`src/sv/elias_delta_gap_encoder_macros.svh`:
```
// Assertion macros shared by the Elias delta gap encoder RTL.
// Depends on nothing; every use assumes clk_i and rst_ni in scope.
`ifndef ELIAS_DELTA_GAP_ENCODER_MACROS_SVH
`define ELIAS_DELTA_GAP_ENCODER_MACROS_SVH
`ifndef NO_ASSERTIONS
// Property checked on every rising edge, off while in reset
`define EDGENC_ASSERT(lbl, prop) \
  lbl: assert property (@(posedge clk_i) disable iff (!rst_ni) (prop)) \
    else $error("edgenc assertion failed");
// Same-cycle implication
`define EDGENC_ASSERT_IMP(lbl, ante, cons) \
  lbl: assert property (@(posedge clk_i) disable iff (!rst_ni) (ante) |-> (cons)) \
    else $error("edgenc implication failed");
// Next-cycle implication
`define EDGENC_ASSERT_NXT(lbl, ante, cons) \
  lbl: assert property (@(posedge clk_i) disable iff (!rst_ni) (ante) |=> (cons)) \
    else $error("edgenc next-cycle implication failed");
`else
`define EDGENC_ASSERT(lbl, prop)
`define EDGENC_ASSERT_IMP(lbl, ante, cons)
`define EDGENC_ASSERT_NXT(lbl, ante, cons)
`endif
`endif

```
`src/sv/edgenc_pkg.sv`:
```
// Types and constants of the Elias delta gap encoder.
// Used by edgenc_delta_coder and elias_delta_gap_encoder; no dependencies.
`timescale 1ns / 1ps

package edgenc_pkg;

  localparam int unsigned VALUE_W = 25;  // entry value and gap
  localparam int unsigned BLEN_W  = 5;   // bit length of a value
  localparam int unsigned NLEN_W  = 3;   // bit length of a bit length
  localparam int unsigned CODE_W  = 33;
  localparam int unsigned LEN_W   = 6;
  localparam int unsigned START_W = 18;
  localparam int unsigned ERR_W   = 2;
  localparam int unsigned RC_W    = 5;
  localparam int unsigned LIST_W  = 4;
  localparam int unsigned OBJ_W   = 20;
  localparam int unsigned RANK_W  = 4;

  localparam logic [RC_W-1:0] RC_RESET = 5'd16;

  // Error codes
  localparam logic [ERR_W-1:0] ERR_NONE = 2'd0;
  localparam logic [ERR_W-1:0] ERR_GAP  = 2'd1;
  localparam logic [ERR_W-1:0] ERR_FULL = 2'd2;

  typedef struct packed {
    logic [LIST_W-1:0] list_index;
    logic [OBJ_W-1:0]  object_number;
    logic [RANK_W-1:0] rank;
  } in_word_t;

  typedef struct packed {
    logic [CODE_W-1:0]  codeword;
    logic [LEN_W-1:0]   code_length;
    logic [START_W-1:0] start_bit;
    logic [ERR_W-1:0]   error;
  } out_word_t;

  // Coder result
  typedef struct packed {
    logic [CODE_W-1:0] code;
    logic [LEN_W-1:0]  total;
  } coder_res_t;

endpackage

```
`src/sv/edgenc_delta_coder.sv`:
```
// Elias delta coder: code bits and code length of one positive number.
// Depends on edgenc_pkg.
`timescale 1ns / 1ps

module edgenc_delta_coder import edgenc_pkg::*; (
  input  logic [VALUE_W-1:0] x_i,
  output coder_res_t         res_o
);

  logic [BLEN_W-1:0] len;
  logic [NLEN_W-1:0] nlen;
  logic [BLEN_W-1:0] sh;
  logic [CODE_W-1:0] lead;
  logic [CODE_W-1:0] low;

  // Priority encoder: bit length of x
  always_comb begin
    len = '0;
    for (int i = 0; i < VALUE_W; i++) begin
      if (x_i[i]) begin
        len = BLEN_W'(i + 1);
      end
    end
  end

  // Bit length of the length
  always_comb begin
    if (len[4]) begin
      nlen = 3'd5;
    end else if (len[3]) begin
      nlen = 3'd4;
    end else if (len[2]) begin
      nlen = 3'd3;
    end else if (len[1]) begin
      nlen = 3'd2;
    end else begin
      nlen = 3'd1;
    end
  end

  // Length field then x without its leading one; leading zeros implicit
  assign sh   = len - BLEN_W'(1);
  assign lead = CODE_W'(len) << sh;
  assign low  = CODE_W'(x_i) & ~(CODE_W'(1) << sh);

  assign res_o.code  = lead | low;
  assign res_o.total = LEN_W'({nlen, 1'b0}) + LEN_W'(len) - LEN_W'(2);

endmodule

```
`src/sv/elias_delta_gap_encoder.sv`:
```
// Elias delta gap encoder top level: per-list state memories, RMW pipeline.
// Depends on edgenc_pkg, edgenc_delta_coder and the assertion macro header.
//
//   channel | direction | handshake            | word
//   in      | input     | in_valid_i/in_stall_o  | in_word_t
//   out     | output    | out_valid_o/out_stall_i| out_word_t
//   cfg     | input     | cfg_we_i               | cfg_wdata_i (ref_count)
//
// One word per cycle unless the output stalls; a result is offered once its word
// has passed the coding stage and output registers (state memory read at the
// accepting edge, then code/check/write-back into the output register).
// Back-to-back words to one list are served by forwarding the write-back.
// Reset clears the per-list valid flops at once: no clearing pass.
// A stall on the output holds the coding stage and then the input.
`timescale 1ns / 1ps
`include "elias_delta_gap_encoder_macros.svh"

module elias_delta_gap_encoder import edgenc_pkg::*; #(
  parameter int unsigned NUM_LISTS   = 16,
  parameter int unsigned STREAM_BITS = 131072
) (
  input  logic                clk_i,
  input  logic                rst_ni,
  input  logic                cfg_we_i,
  input  logic [RC_W-1:0]     cfg_wdata_i,
  input  logic                in_valid_i,
  output logic                in_stall_o,
  input  in_word_t            in_word_i,
  output logic                out_valid_o,
  input  logic                out_stall_i,
  output out_word_t           out_word_o
);

  localparam int unsigned AW = (NUM_LISTS > 1) ? $clog2(NUM_LISTS) : 1;
  localparam int unsigned UW = $clog2(STREAM_BITS + 1);

  // Configuration register
  logic [RC_W-1:0] ref_count_q;

  always_ff @(posedge clk_i or negedge rst_ni) begin
    if (!rst_ni) begin
      ref_count_q <= RC_RESET;
    end else if (cfg_we_i) begin
      ref_count_q <= cfg_wdata_i;
    end
  end

  // Handshake control
  logic s1_valid_q, out_valid_q;
  logic in_acc, s1_adv, out_free, wr_en;

  assign out_free   = !out_valid_q || !out_stall_i;
  assign s1_adv     = s1_valid_q && out_free;
  assign in_stall_o = s1_valid_q && !out_free;
  assign in_acc     = in_valid_i && !in_stall_o;

  // Input stage: entry value and address
  logic [31:0]         li_ext;
  logic                in_oor;
  logic [AW-1:0]       in_addr;
  logic [VALUE_W:0]    in_value_w;
  logic [VALUE_W-1:0]  in_value;

  assign li_ext     = 32'(in_word_i.list_index);
  assign in_oor     = li_ext >= NUM_LISTS;
  assign in_addr    = in_oor ? '0 : li_ext[AW-1:0];
  assign in_value_w = (VALUE_W + 1)'(in_word_i.object_number) * (VALUE_W + 1)'(ref_count_q)
                    + (VALUE_W + 1)'(in_word_i.rank) + (VALUE_W + 1)'(1);
  assign in_value   = in_value_w[VALUE_W-1:0];

  // State memories and per-list valid flops
  logic [VALUE_W-1:0] lv_mem_q [NUM_LISTS];
  logic [UW-1:0]      bu_mem_q [NUM_LISTS];
  logic [NUM_LISTS-1:0] vld_q;
  logic [VALUE_W-1:0] lv_rd_q;
  logic [UW-1:0]      bu_rd_q;

  // Coding stage registers
  logic [AW-1:0]      s1_addr_q;
  logic               s1_oor_q;
  logic [VALUE_W-1:0] s1_value_q;
  logic               s1_hit_q;
  logic               s1_fwd_q;
  logic [VALUE_W-1:0] s1_fwd_lv_q;
  logic [UW-1:0]      s1_fwd_bu_q;

  logic [UW-1:0]      new_used;
  logic               fwd_hit;

  assign fwd_hit = wr_en && (s1_addr_q == in_addr);

  always_ff @(posedge clk_i) begin
    if (wr_en) begin
      lv_mem_q[s1_addr_q] <= s1_value_q;
      bu_mem_q[s1_addr_q] <= new_used;
    end
    if (in_acc) begin
      lv_rd_q <= lv_mem_q[in_addr];
      bu_rd_q <= bu_mem_q[in_addr];
    end
  end

  always_ff @(posedge clk_i or negedge rst_ni) begin
    if (!rst_ni) begin
      vld_q <= '0;
    end else if (wr_en) begin
      vld_q[s1_addr_q] <= 1'b1;
    end
  end

  always_ff @(posedge clk_i or negedge rst_ni) begin
    if (!rst_ni) begin
      s1_valid_q <= 1'b0;
    end else if (in_acc) begin
      s1_valid_q <= 1'b1;
    end else if (s1_adv) begin
      s1_valid_q <= 1'b0;
    end
  end

  // Payload of the coding stage, with write-back forwarding
  always_ff @(posedge clk_i) begin
    if (in_acc) begin
      s1_addr_q   <= in_addr;
      s1_oor_q    <= in_oor;
      s1_value_q  <= in_value;
      s1_hit_q    <= vld_q[in_addr];
      s1_fwd_q    <= fwd_hit;
      s1_fwd_lv_q <= s1_value_q;
      s1_fwd_bu_q <= new_used;
    end
  end

  // Current list state
  logic [VALUE_W-1:0] cur_lv;
  logic [UW-1:0]      cur_bu;

  always_comb begin
    if (s1_fwd_q) begin
      cur_lv = s1_fwd_lv_q;
      cur_bu = s1_fwd_bu_q;
    end else if (s1_hit_q) begin
      cur_lv = lv_rd_q;
      cur_bu = bu_rd_q;
    end else begin
      cur_lv = '0;
      cur_bu = '0;
    end
  end

  // Gap, code and checks
  logic               empty, gap_bad, over;
  logic [VALUE_W-1:0] x;
  coder_res_t         cres;
  logic [UW:0]        sum;
  logic [ERR_W-1:0]   err;
  logic [31:0]        used_ext;
  out_word_t          res;

  assign empty   = cur_bu == '0;
  assign gap_bad = !empty && (s1_value_q <= cur_lv);
  assign x       = empty ? s1_value_q : s1_value_q - cur_lv;

  edgenc_delta_coder u_coder (
    .x_i   (x),
    .res_o (cres)
  );

  assign sum      = (UW + 1)'(cur_bu) + (UW + 1)'(cres.total);
  assign over     = sum > (UW + 1)'(STREAM_BITS);
  assign new_used = sum[UW-1:0];
  assign used_ext = 32'(cur_bu);

  always_comb begin
    if (s1_oor_q) begin
      err = ERR_FULL;
    end else if (gap_bad) begin
      err = ERR_GAP;
    end else if (over) begin
      err = ERR_FULL;
    end else begin
      err = ERR_NONE;
    end
  end

  always_comb begin
    res.error       = err;
    res.start_bit   = s1_oor_q ? '0 : used_ext[START_W-1:0];
    res.codeword    = (err == ERR_NONE) ? cres.code : '0;
    res.code_length = (err == ERR_NONE) ? cres.total : '0;
  end

  assign wr_en = s1_adv && (err == ERR_NONE);

  // Output register
  out_word_t out_q;

  always_ff @(posedge clk_i or negedge rst_ni) begin
    if (!rst_ni) begin
      out_valid_q <= 1'b0;
    end else if (s1_adv) begin
      out_valid_q <= 1'b1;
    end else if (!out_stall_i) begin
      out_valid_q <= 1'b0;
    end
  end

  always_ff @(posedge clk_i) begin
    if (s1_adv) begin
      out_q <= res;
    end
  end

  assign out_valid_o = out_valid_q;
  assign out_word_o  = out_q;

  // Assertions
  `EDGENC_ASSERT_IMP(a_err_no_code, out_valid_o && (out_word_o.error != ERR_NONE), (out_word_o.code_length == '0) && (out_word_o.codeword == '0))
  `EDGENC_ASSERT_IMP(a_ok_has_len, out_valid_o && (out_word_o.error == ERR_NONE), out_word_o.code_length != '0)
  `EDGENC_ASSERT_IMP(a_wr_in_range, wr_en, !s1_oor_q && s1_valid_q)
  `EDGENC_ASSERT_IMP(a_stall_busy, in_stall_o, s1_valid_q && out_valid_q)
  `EDGENC_ASSERT_NXT(a_adv_shows, s1_adv, out_valid_o)

endmodule

```
`config.mk`:
```
export PLATFORM = sky130hd
export DESIGN_NAME = elias_delta_gap_encoder
export DESIGN_NICKNAME = d
export VERILOG_FILES = /design/src/sv/edgenc_pkg.sv /design/src/sv/edgenc_delta_coder.sv /design/src/sv/elias_delta_gap_encoder.sv
export VERILOG_INCLUDE_DIRS = /design/src /design/src/sv
export SDC_FILE = /design/constraint.sdc
export NUM_CORES = 1
export LEC_CHECK = 0
export BUFFER_PORTS_ARGS = -buffer_cell sky130_fd_sc_hd__buf_2
export CORE_MARGIN = 8
export CORE_UTILIZATION = 40
export DETAILED_ROUTE_END_ITERATION = 12
export SLEW_MARGIN = 20
export SYNTH_ARGS = -nofsm -noshare
export SYNTH_HDL_FRONTEND = slang
export SYNTH_HIERARCHICAL = 1
export SYNTH_SLANG_ARGS = --single-unit
```
`constraint.sdc`:
```
create_clock -name clk_i -period 15.19 [get_ports clk_i]
set_input_delay 3.7975 -clock clk_i [delete_from_list [all_inputs] [get_ports clk_i]]
set_output_delay 3.7975 -clock clk_i [all_outputs]
set_load 0.02 [all_outputs]
```
## Word-level counts from Yosys, hierarchy flattened

Memory sizes are Yosys's and may differ from the RTL's. A register that Yosys moved wholly into a read port is not among the register bits.
Index checks and enable logic that the tools add are counted.

| storage, ports and cells | value |
|---|---|
| flip-flop bits (word level) | 157 |
| bits in writable memories | 688 |
| logic and storage cells | 103 |
| memories | 2 |

Memory list:

| name | depth | bits a word | read ports | clocked after Yosys merged registers in | wr ports | RTL line | text |
|---|---|---|---|---|---|---|---|
| lv_mem_q | 16 | 25 | 1 | 1 | 1 | elias_delta_gap_encoder.sv:72 | `logic [VALUE_W-1:0] lv_mem_q [NUM_LISTS];` |
| bu_mem_q | 16 | 18 | 1 | 1 | 1 | elias_delta_gap_encoder.sv:73 | `logic [UW-1:0] bu_mem_q [NUM_LISTS];` |

| cells by class | value |
|---|---|
| $add $sub $neg | 7 |
| $mul | 1 |
| $lt $le $gt $ge | 6 |
| equal/unequal tests | 2 |
| shift operators | 2 |
| multiplexer cells | 48 |
| bitwise logic cells | 4 |
| reduce and logical (&&, ||, !) cells | 16 |

Operators by type and width:

| kind | count |
|---|---|
| $mux 25 | 3 |
| $mux 5 | 10 |
| $mux 18 | 2 |
| $mux 4 | 9 |
| $and 25x33->33 | 1 |
| $not 33->33 | 1 |
| $or 33x33->33 | 1 |
| $shl 1x5->33 const A | 1 |
| $shl 5x5->33 | 1 |
| $add 25x1->25 const B | 1 |
| $add 25x4->25 | 1 |
| $le 25x25->1 | 1 |
| $mul 20x5->25 | 1 |
| $sub 25x25->25 | 1 |
| $mux 3 | 7 |
| $add 18x6->19 | 1 |
| $gt 19x18->1 const B | 1 |
| $logic_not 18->1 | 1 |
| $or 16x16->16 | 1 |
| $mux 2 | 6 |
| $lt 4x5->1 const B | 2 |
| $mux 1 | 9 |
| $logic_and 1x1->1 | 7 |
| $add 4x5->6 | 1 |
| other kinds (12) | 16 |

## Depth between registers and ports, before layout

Gate-level depths: netlist (run 1).

| depth | value |
|---|---|
| depth after elaboration | 44 |
| gate-level depth with buffers | 40 |
| mapped depth without buffers | 35 |

## By module

The synthesis (run 1) kept the hierarchy.

By module, submodules not included:

| module | times used | cells each | area each (um2) |
|---|---|---|---|
| elias_delta_gap_encoder | 1 | 2092 | 38514.4 |
| edgenc_delta_coder | 1 | 237 | 1539.0 |

## Worst setup path after synthesis (run 1)

OpenSTA, ideal clock, no wires.

| path | value |
|---|---|
| path type | reg-to-reg |
| start | register s1_fwd_q |
| end | memory bu_mem_q[12][0] (netlist bit), enable pin |
| setup time | 0.497 ns |
| arrival time | 11.079 ns |
| data required time | 14.693 ns |
| setup slack | 3.614 ns |
| stages on the path, launching flop included | 41 |
| period minus slack after synthesis | 11.576 ns |
| cell sequence | edfxtp_1 > buf_6 > nor2b_1 > clkbuf_1 > buf_1 > a22o_1 > ha_1 > fa_1 > nor2b_1 > o21ai_0 > a21oi_1 > o31ai_1 > a21oi_1 > a211oi_1 > o31ai_1 > a41oi_1 > xor2_1 > a21oi_1 > [5 not listed] > nand3_1 > ha_1 > inv_1 > ha_1 > inv_1 > fa_1 > inv_1 > ha_1 > o21a_1 > o21ai_0 > a211oi_1 > mux2_2 > or3_1 > o31ai_2 > o211a_4 > nand2_2 > buf_6 > nor3_1 |

RTL lines:

| item | RTL line | text |
|---|---|---|
| from (decl) | elias_delta_gap_encoder.sv:83 | `logic s1_fwd_q;` |
| from (signal assigned) | elias_delta_gap_encoder.sv:128 | `s1_fwd_q <= fwd_hit;` |
| to (decl) | elias_delta_gap_encoder.sv:73 |  |

==> run summary, run 1 <==
#FFs+latches synth - 887
row cnt - 116
kind of critical path - reg2reg
Die Ht - 332 microns
CTS Buf Count - 91
initial DRC count - 2,232
die area - 111,000 sq um
drt first pass iters - 5
top-count cell post-synth - edfxtp_1
via count - 21.4k
final core utilization - 0.453
Tmin final - 11.48 ns
CTS max path bufs - 3
dominant synthesized flop cell - edfxtp_1
CORE AREA - 99,700 sq um
H-tree depth - 3
worst-margin pin slew - 1.03 ns
die width - 332 microns
DR vias/cell - 5.57
Syn Nets - 2,515
Total GRT Usage - 0.170
IO Pins - 99
Crit-path slowest cell - nor2b_4
PD cells - 185 nW/um^2
final setup fails - 0
Synth top cells by count - edfxtp_1, mux4_2, inv_1, and2_1, ha_1
Syn. warnings - 6
Layout area overhead - 12.8%
Total Wirelength - 95,600 microns
skew final - 0.0289 ns
Setup TNS - 0 ns
Clock Pin Slew Worst Setup and Hold Paths - 0.06 ns
total power draw - 8.38 mW
worst vdd ir - 157 uV
Synth Instances - 2,329
top post-synthesis cells by area - edfxtp_1, mux4_2, fa_1
Crit path top cell by count - ha_1
gp weighted congestion - 0.906
EDFF count, synth - 864
syn avg cell area - 17.2 sq um
Post-CTS Resized - 0
Slew Viols, Final - 0
Req. time, crit path - 15.45 ns
dominant cell type by area after synthesis - edfxtp_1
fin crit share - 0.756
FMAX - 0.0871 GHz
slowest cell delay on critical path - 0.87 ns
initial antenna violation count - 7
first-pass GRT wire length - 143,000 microns
Initial Utilization - 0.402
outcome - finished, final reports clean
grt ovf - 0
Worst EP arrival - 11.74 ns
unrepaired setup endpoints after global routing - no
sequential share of the synthesized area - 0.662
worst hold path type - reg2reg
Leak - 15.6 nW
share of layout cells above drive strength 1 - 0.228
Hold-fix buffers, CTS - 0
nets - 2,660
vias in the first global route - 22.0k
later-pin clock latency in the skew report - 0.66 ns
crit start category - register
n_diodes - 0
Crit Path Max Fanout - 43
area of the mapped netlist - 40,100 sq um
root buffer cell - clkbuf_16
DRC errors left - 0
Hold Vio Cnt, Final - 0
dpl hpwl - 57,900 microns
TritonCTS Sinks - 887
max cap viols - 0
Max transition margin - 0.311
largest net degree at the start of global routing - 69
Worst setup EP type - register
ys async rst share - 0.0259
PortBufs - 98
Unique masters post-synth - 91
Detail Route Antenna Nets - 0
wire length per cell - 24.9 microns
postcts setup bufs - 0
area share of the largest cell type after synthesis - 0.648
CTS tree - done
-- cells in the final DEF (no fill, tap or decap), types with 9 or more instances in the layout --
| cell type | instances |
|---|---|
| o21a_1 | 10 |
| a21oi_1 | 65 |
| clkbuf_16 | 91 |
| and2_1 | 132 |
| nor2_1 | 65 |
| a22o_1 | 10 |
| nand4_1 | 11 |
| and3_1 | 11 |
| nand2b_1 | 15 |
| ha_1 | 86 |
| nor3_1 | 24 |
| buf_2 | 95 |
| a211oi_1 | 9 |
| clkinv_1 | 21 |
| inv_1 | 140 |
| dfrtp_1 | 22 |
| clkinv_2 | 25 |
| a22oi_1 | 29 |
| edfxtp_1 | 864 |
| nor4_1 | 10 |
| mux4_2 | 220 |
| fa_1 | 62 |
| or3_1 | 10 |
| nand2_1 | 76 |
| o21bai_1 | 19 |
| xnor2_1 | 33 |
| clkbuf_1 | 15 |
| buf_4 | 58 |
| or2_2 | 9 |
| o21ai_0 | 40 |
| a21o_1 | 23 |
| nand3_1 | 33 |
| nor2_4 | 10 |
| xor2_1 | 22 |
| nor2b_1 | 13 |
| o31ai_1 | 19 |
-- flip-flops by register name (all words and copies together), names as in the netlist, 5 cells and up --
| name | cells |
|---|---|
| bu_rd_q | 18 |
| lv_rd_q | 25 |
| s1_fwd_lv_q | 25 |
| lv_mem_q | 400 |
| ref_count_q | 5 |
| s1_fwd_bu_q | 18 |
| s1_value_q | 25 |
| vld_q | 16 |
| out_word_o | 59 |
| bu_mem_q | 288 |
-- area by class of cell --
| type | count | area, sq um |
|---|---|---|
| Clock buffer | 106 | 2330 |
| Clock inverter | 62 | 531 |
| Fill cell | 8509 | 54500 |
| Inverter | 141 | 529 |
| Multi-Input combinational cell | 1197 | 12700 |
| Sequential cell | 887 | 26500 |
| Tap cell | 1298 | 1620 |
| Timing Repair Buffer | 156 | 948 |
-- per-layer routing --
metal | global-route usage | part of all wire | routed length [microns] | vias up
met2 | 0.266 | 0.46 | 44100 | 783
li1 | - | - | - | 9421
met3 | 0.0276 | 0.067 | 6380 | 170
met4 | 0.0571 | 0.032 | 3060 | 0
met5 | 0 | 0 | 0 | -
met1 | 0.244 | 0.44 | 42100 | 11100
-- worst paths after layout --
check | cells after the start | from | slack (ns) | endpoint
hold / removal | 1 | vld_q[8] | 0.47 | vld_q[8]
min in group asynchronous | 1 | rst_ni | 3.18 | ref_count_q[3]
setup reg to reg | 34 | s1_fwd_q | 3.71 | bu_mem_q[9][12]
max in group asynchronous | 1 | rst_ni | 11.50 | vld_q[4]
hold reg to reg | 1 | vld_q[8] | 0.47 | vld_q[8]
setup / recovery | 34 | s1_fwd_q | 3.71 | bu_mem_q[9][12]
-- metrics by stage --
| stage | instance area (sq um) | setup slack [ns] | hold WS (ns) | std cells |
|---|---|---|---|---|
| 2_1_floorplan | 40100 | 3.61 | 0.432 | 2329 |
| 3_3_place_gp | 42300 | 4.20 | 0.443 | 3679 |
| 3_5_place_dp | 42300 | 3.89 | 0.459 | 3679 |
| 4_1_cts | 45200 | 3.84 | 0.476 | 3847 |
| 5_1_grt | 45200 | 2.93 | 0.485 | 3847 |
| 6_report | 45200 | 3.71 | 0.475 | 3847 |
-- power breakdown --
part	total (mW)	switching (mW)	leakage (nW)	internal, mW
Combinational	2.81	1.90	5.94	0.915
Sequential	3.41	0.110	8.20	3.30
Clock	2.15	0.938	1.41	1.21
Total	8.38	2.95	15.6	5.43
-- cells by family (layout without fill, tap and decap cells) --
kind of cell / after synthesis / count (layout) / synth area share
DFF: 887 / 887 / 0.662
and+or+nand+nor: 458 / 458 / 0.0630
AOI/OAI and AO/OA: 297 / 297 / 0.0519
xor gates and xnor gates: 58 / 58 / 0.0127
adders and majority gates: 148 / 148 / 0.0579
muxes: 235 / 235 / 0.128
buffers and inverters: 245 / 465 / 0.0247
other: 1 / 1 / 0.0000936
-- critical path, delay by kind of cell (launching register included) --
| family | cells | cell delay, ns |
|---|---|---|
| DFF | 1 | 0.72 |
| adders and majority gates | 6 | 1.68 |
| xor gates and xnor gates | 1 | 0.17 |
| and+or+nand+nor | 9 | 3.30 |
| AOI/OAI and AO/OA | 13 | 3.82 |
| muxes | 1 | 0.37 |
| buffers and inverters | 4 | 0.87 |
(Power assumes the default switching activity.)
==> run 2, diff against run 1 <==
==> constraint.sdc (replaced) <==
create_clock -name clk_i -period 11.8 [get_ports clk_i]
set_input_delay 2.95 -clock clk_i [delete_from_list [all_inputs] [get_ports clk_i]]
set_output_delay 2.95 -clock clk_i [all_outputs]
set_load 0.02 [all_outputs]
==> run 2 against run 1 <==
- die area did not move
- sequential power rose by 28%
- worst hold slack got worse by 0.012 ns
- core utilization rose by 0.098 points
- setup slack got worse by 2.6 ns
- clock-buffer cell count rose by 1
- fmax rose by 7.0%
- critical path type unchanged
==> run summary, run 2 (synthesis gave the netlist of run 1 again) <==
largest net degree at the start of global routing - 113 (was 69)
PortBufs - 98 (unchanged)
drt first pass iters - 5 (unchanged)
Hold-fix buffers, CTS - 0 (unchanged)
Slew Viols, Final - 0 (unchanged)
CTS max path bufs - 3 (unchanged)
die area - 111,000 sq um (unchanged)
Initial Utilization - 0.402 (unchanged)
IO Pins - 99 (unchanged)
Crit path buffers/inverters - 4 (unchanged)
Leak - 15.6 nW (about the same)
nets - 2,675 (was 2,660)
Clock power frac - 0.252 (was 0.257)
DP Cell Count - 3,694 (was 3,679)
Crit Path Max Fanout - 43 (unchanged)
Setup TNS - 0 ns (unchanged)
worst vdd ir - 139 uV (was 157 uV)
share of layout cells above drive strength 1 - 0.230 (was 0.228)
postcts setup bufs - 0 (unchanged)
row cnt - 116 (unchanged)
dpl hpwl - 63,800 microns (was 57,900 microns)
worst hold margin - 0.463 ns (was 0.475 ns)
max reg flops - 400 (unchanged)
P_int - 7.01 mW (was 5.43 mW)
DP Worst Slack - 0.983 ns (was 3.89 ns)
CTS tree - done (unchanged)
vias in the first global route - 22.3k (was 22.0k)
CORE AREA - 99,700 sq um (unchanged)
fin crit share - 0.909 (was 0.756)
outcome - finished, final reports clean (unchanged)
Worst EP arrival - 11.04 ns (was 11.74 ns)
grt ovf - 0 (unchanged)
total power draw - 10.8 mW (was 8.38 mW)
Finished Layout Cells - 3,858 (was 3,847)
Sequential Power Share - 0.403 (was 0.408)
CTS Buf Count - 91 (unchanged)
CP top delay family - compound AO/OA/AOI/OAI gates (unchanged)
switch share - 0.354 (was 0.352)
kind of critical path - reg2reg (unchanged)
Clock Pin Slew Worst Setup and Hold Paths - 0.06 ns (about the same)
die width - 332 microns (unchanged)
Die Ht - 332 microns (unchanged)
commonest non-fill, non-tap cell in the layout - edfxtp_1 (unchanged)
Placement Cell Area - 42,500 sq um (was 42,300 sq um)
Crit-path slowest cell - o31ai_1 (was nor2b_4)
Max transition margin - 0.294 (was 0.311)
slowest cell delay on critical path - 0.73 ns (was 0.87 ns)
wire length per cell - 25.0 microns (was 24.9 microns)
Layout area overhead - 13.1% (was 12.8%)
max cap viols - 0 (unchanged)
PD cells - 239 nW/um^2 (was 185 nW/um^2)
Worst setup EP type - register (unchanged)
root buffer cell - clkbuf_16 (unchanged)
initial DRC count - 2,116 (was 2,232)
Tmin final - 10.73 ns (was 11.48 ns)
Detail Route Antenna Nets - 0 (unchanged)
first-pass GRT wire length - 146,000 microns (was 143,000 microns)
NetSw - 3.83 mW (was 2.95 mW)
Post-CTS Resized - 0 (unchanged)
FMAX - 0.0932 GHz (was 0.0871 GHz)
worst hold path type - reg2reg (unchanged)
via count - 21.6k (was 21.4k)
Hold Vio Cnt, Final - 0 (unchanged)
gp weighted congestion - 0.875 (was 0.906)
final setup fails - 0 (unchanged)
DRC errors left - 0 (unchanged)
cell area after layout - 45,300 sq um (was 45,200 sq um)
final core utilization - 0.454 (was 0.453)
skew final - 0.0275 ns (was 0.0289 ns)
crit start category - register (unchanged)
Req. time, crit path - 12.11 ns (was 15.45 ns)
most frequent cells in the layout - edfxtp_1, mux4_2, inv_1 (unchanged)
later-pin clock latency in the skew report - 0.65 ns (was 0.66 ns)
PnR worst setup slack - 1.07 ns (was 3.71 ns)
unrepaired setup endpoints after global routing - no (unchanged)
worst-margin pin slew - 1.06 ns (was 1.03 ns)
Biggest register - lv_mem_q (unchanged)
H-tree depth - 3 (unchanged)
Total GRT Usage - 0.172 (was 0.170)
TritonCTS Sinks - 887 (unchanged)
Comb pwr share - 0.345 (was 0.336)
Total Wirelength - 96,300 microns (was 95,600 microns)
initial antenna violation count - 7 (unchanged)
DR vias/cell - 5.60 (was 5.57)
==> run 2: cell types whose count changed in the layout (fill, tap and decap cells not counted), sizes merged <==
cell / previous run / this run
clkinv: 50 / 45
clkinvlp: 2 / 1
bufinv: 6 / 5
clkbuf: 106 / 107
diode: 0 / 2
buf: 156 / 171
==> run 2: worst register-to-register path, delay by kind of cell (launching register included) <==
kind	cells	cell delay [ns]
fa+ha+maj	5	1.56
compound gates	18	5.01
buf+inv	4	0.55
flops	1	0.49
simple gates	7	2.38
mux	1	0.38
==> run 2: path summary, 6_finish.rpt <==
| path | to | slack, ns | cells after the start | startpoint |
|---|---|---|---|---|
| worst max-delay path | bu_mem_q[10][14] | 1.07 | 35 | s1_hit_q |
| worst min-delay path | vld_q[14] | 0.46 | 2 | vld_q[14] |
| worst max register to register | bu_mem_q[10][14] | 1.07 | 35 | s1_hit_q |
| worst min register to register | vld_q[14] | 0.46 | 2 | vld_q[14] |
| max in group asynchronous | vld_q[0] | 9.01 | 1 | rst_ni |
| min in group asynchronous | ref_count_q[0] | 2.33 | 1 | rst_ni |
==> run 2: routing by layer <==
layer	GRT usage	share of wire	up-vias
met5	0	0.00012	-
met3	0.0280	0.065	135
met1	0.248	0.45	11200
met4	0.0442	0.023	2
met2	0.273	0.47	797
li1	-	-	9443
==> run 2: layout make-up <==
class	count	area (sq um)
diodes	2	5.00
clock inverters	55	429
repair buffers	171	1090
well taps	1298	1620
clock buffers	107	2380
inverters	141	529
fillers	8550	54400
multi-input cells	1197	12700
flip-flops and latches	887	26500
==> run 2: power groups by stage <==
stage / clock (mW) / sequential, mW / combinational [mW]
after detailed placement: 0 / 4.43 / 3.73
final: 2.73 / 4.37 / 3.74
after CTS: 2.79 / 4.37 / 3.74
after global routing: 2.91 / 4.38 / 4.11
after global placement: 0 / 4.43 / 3.72
after floorplan: 0 / 4.54 / 2.29
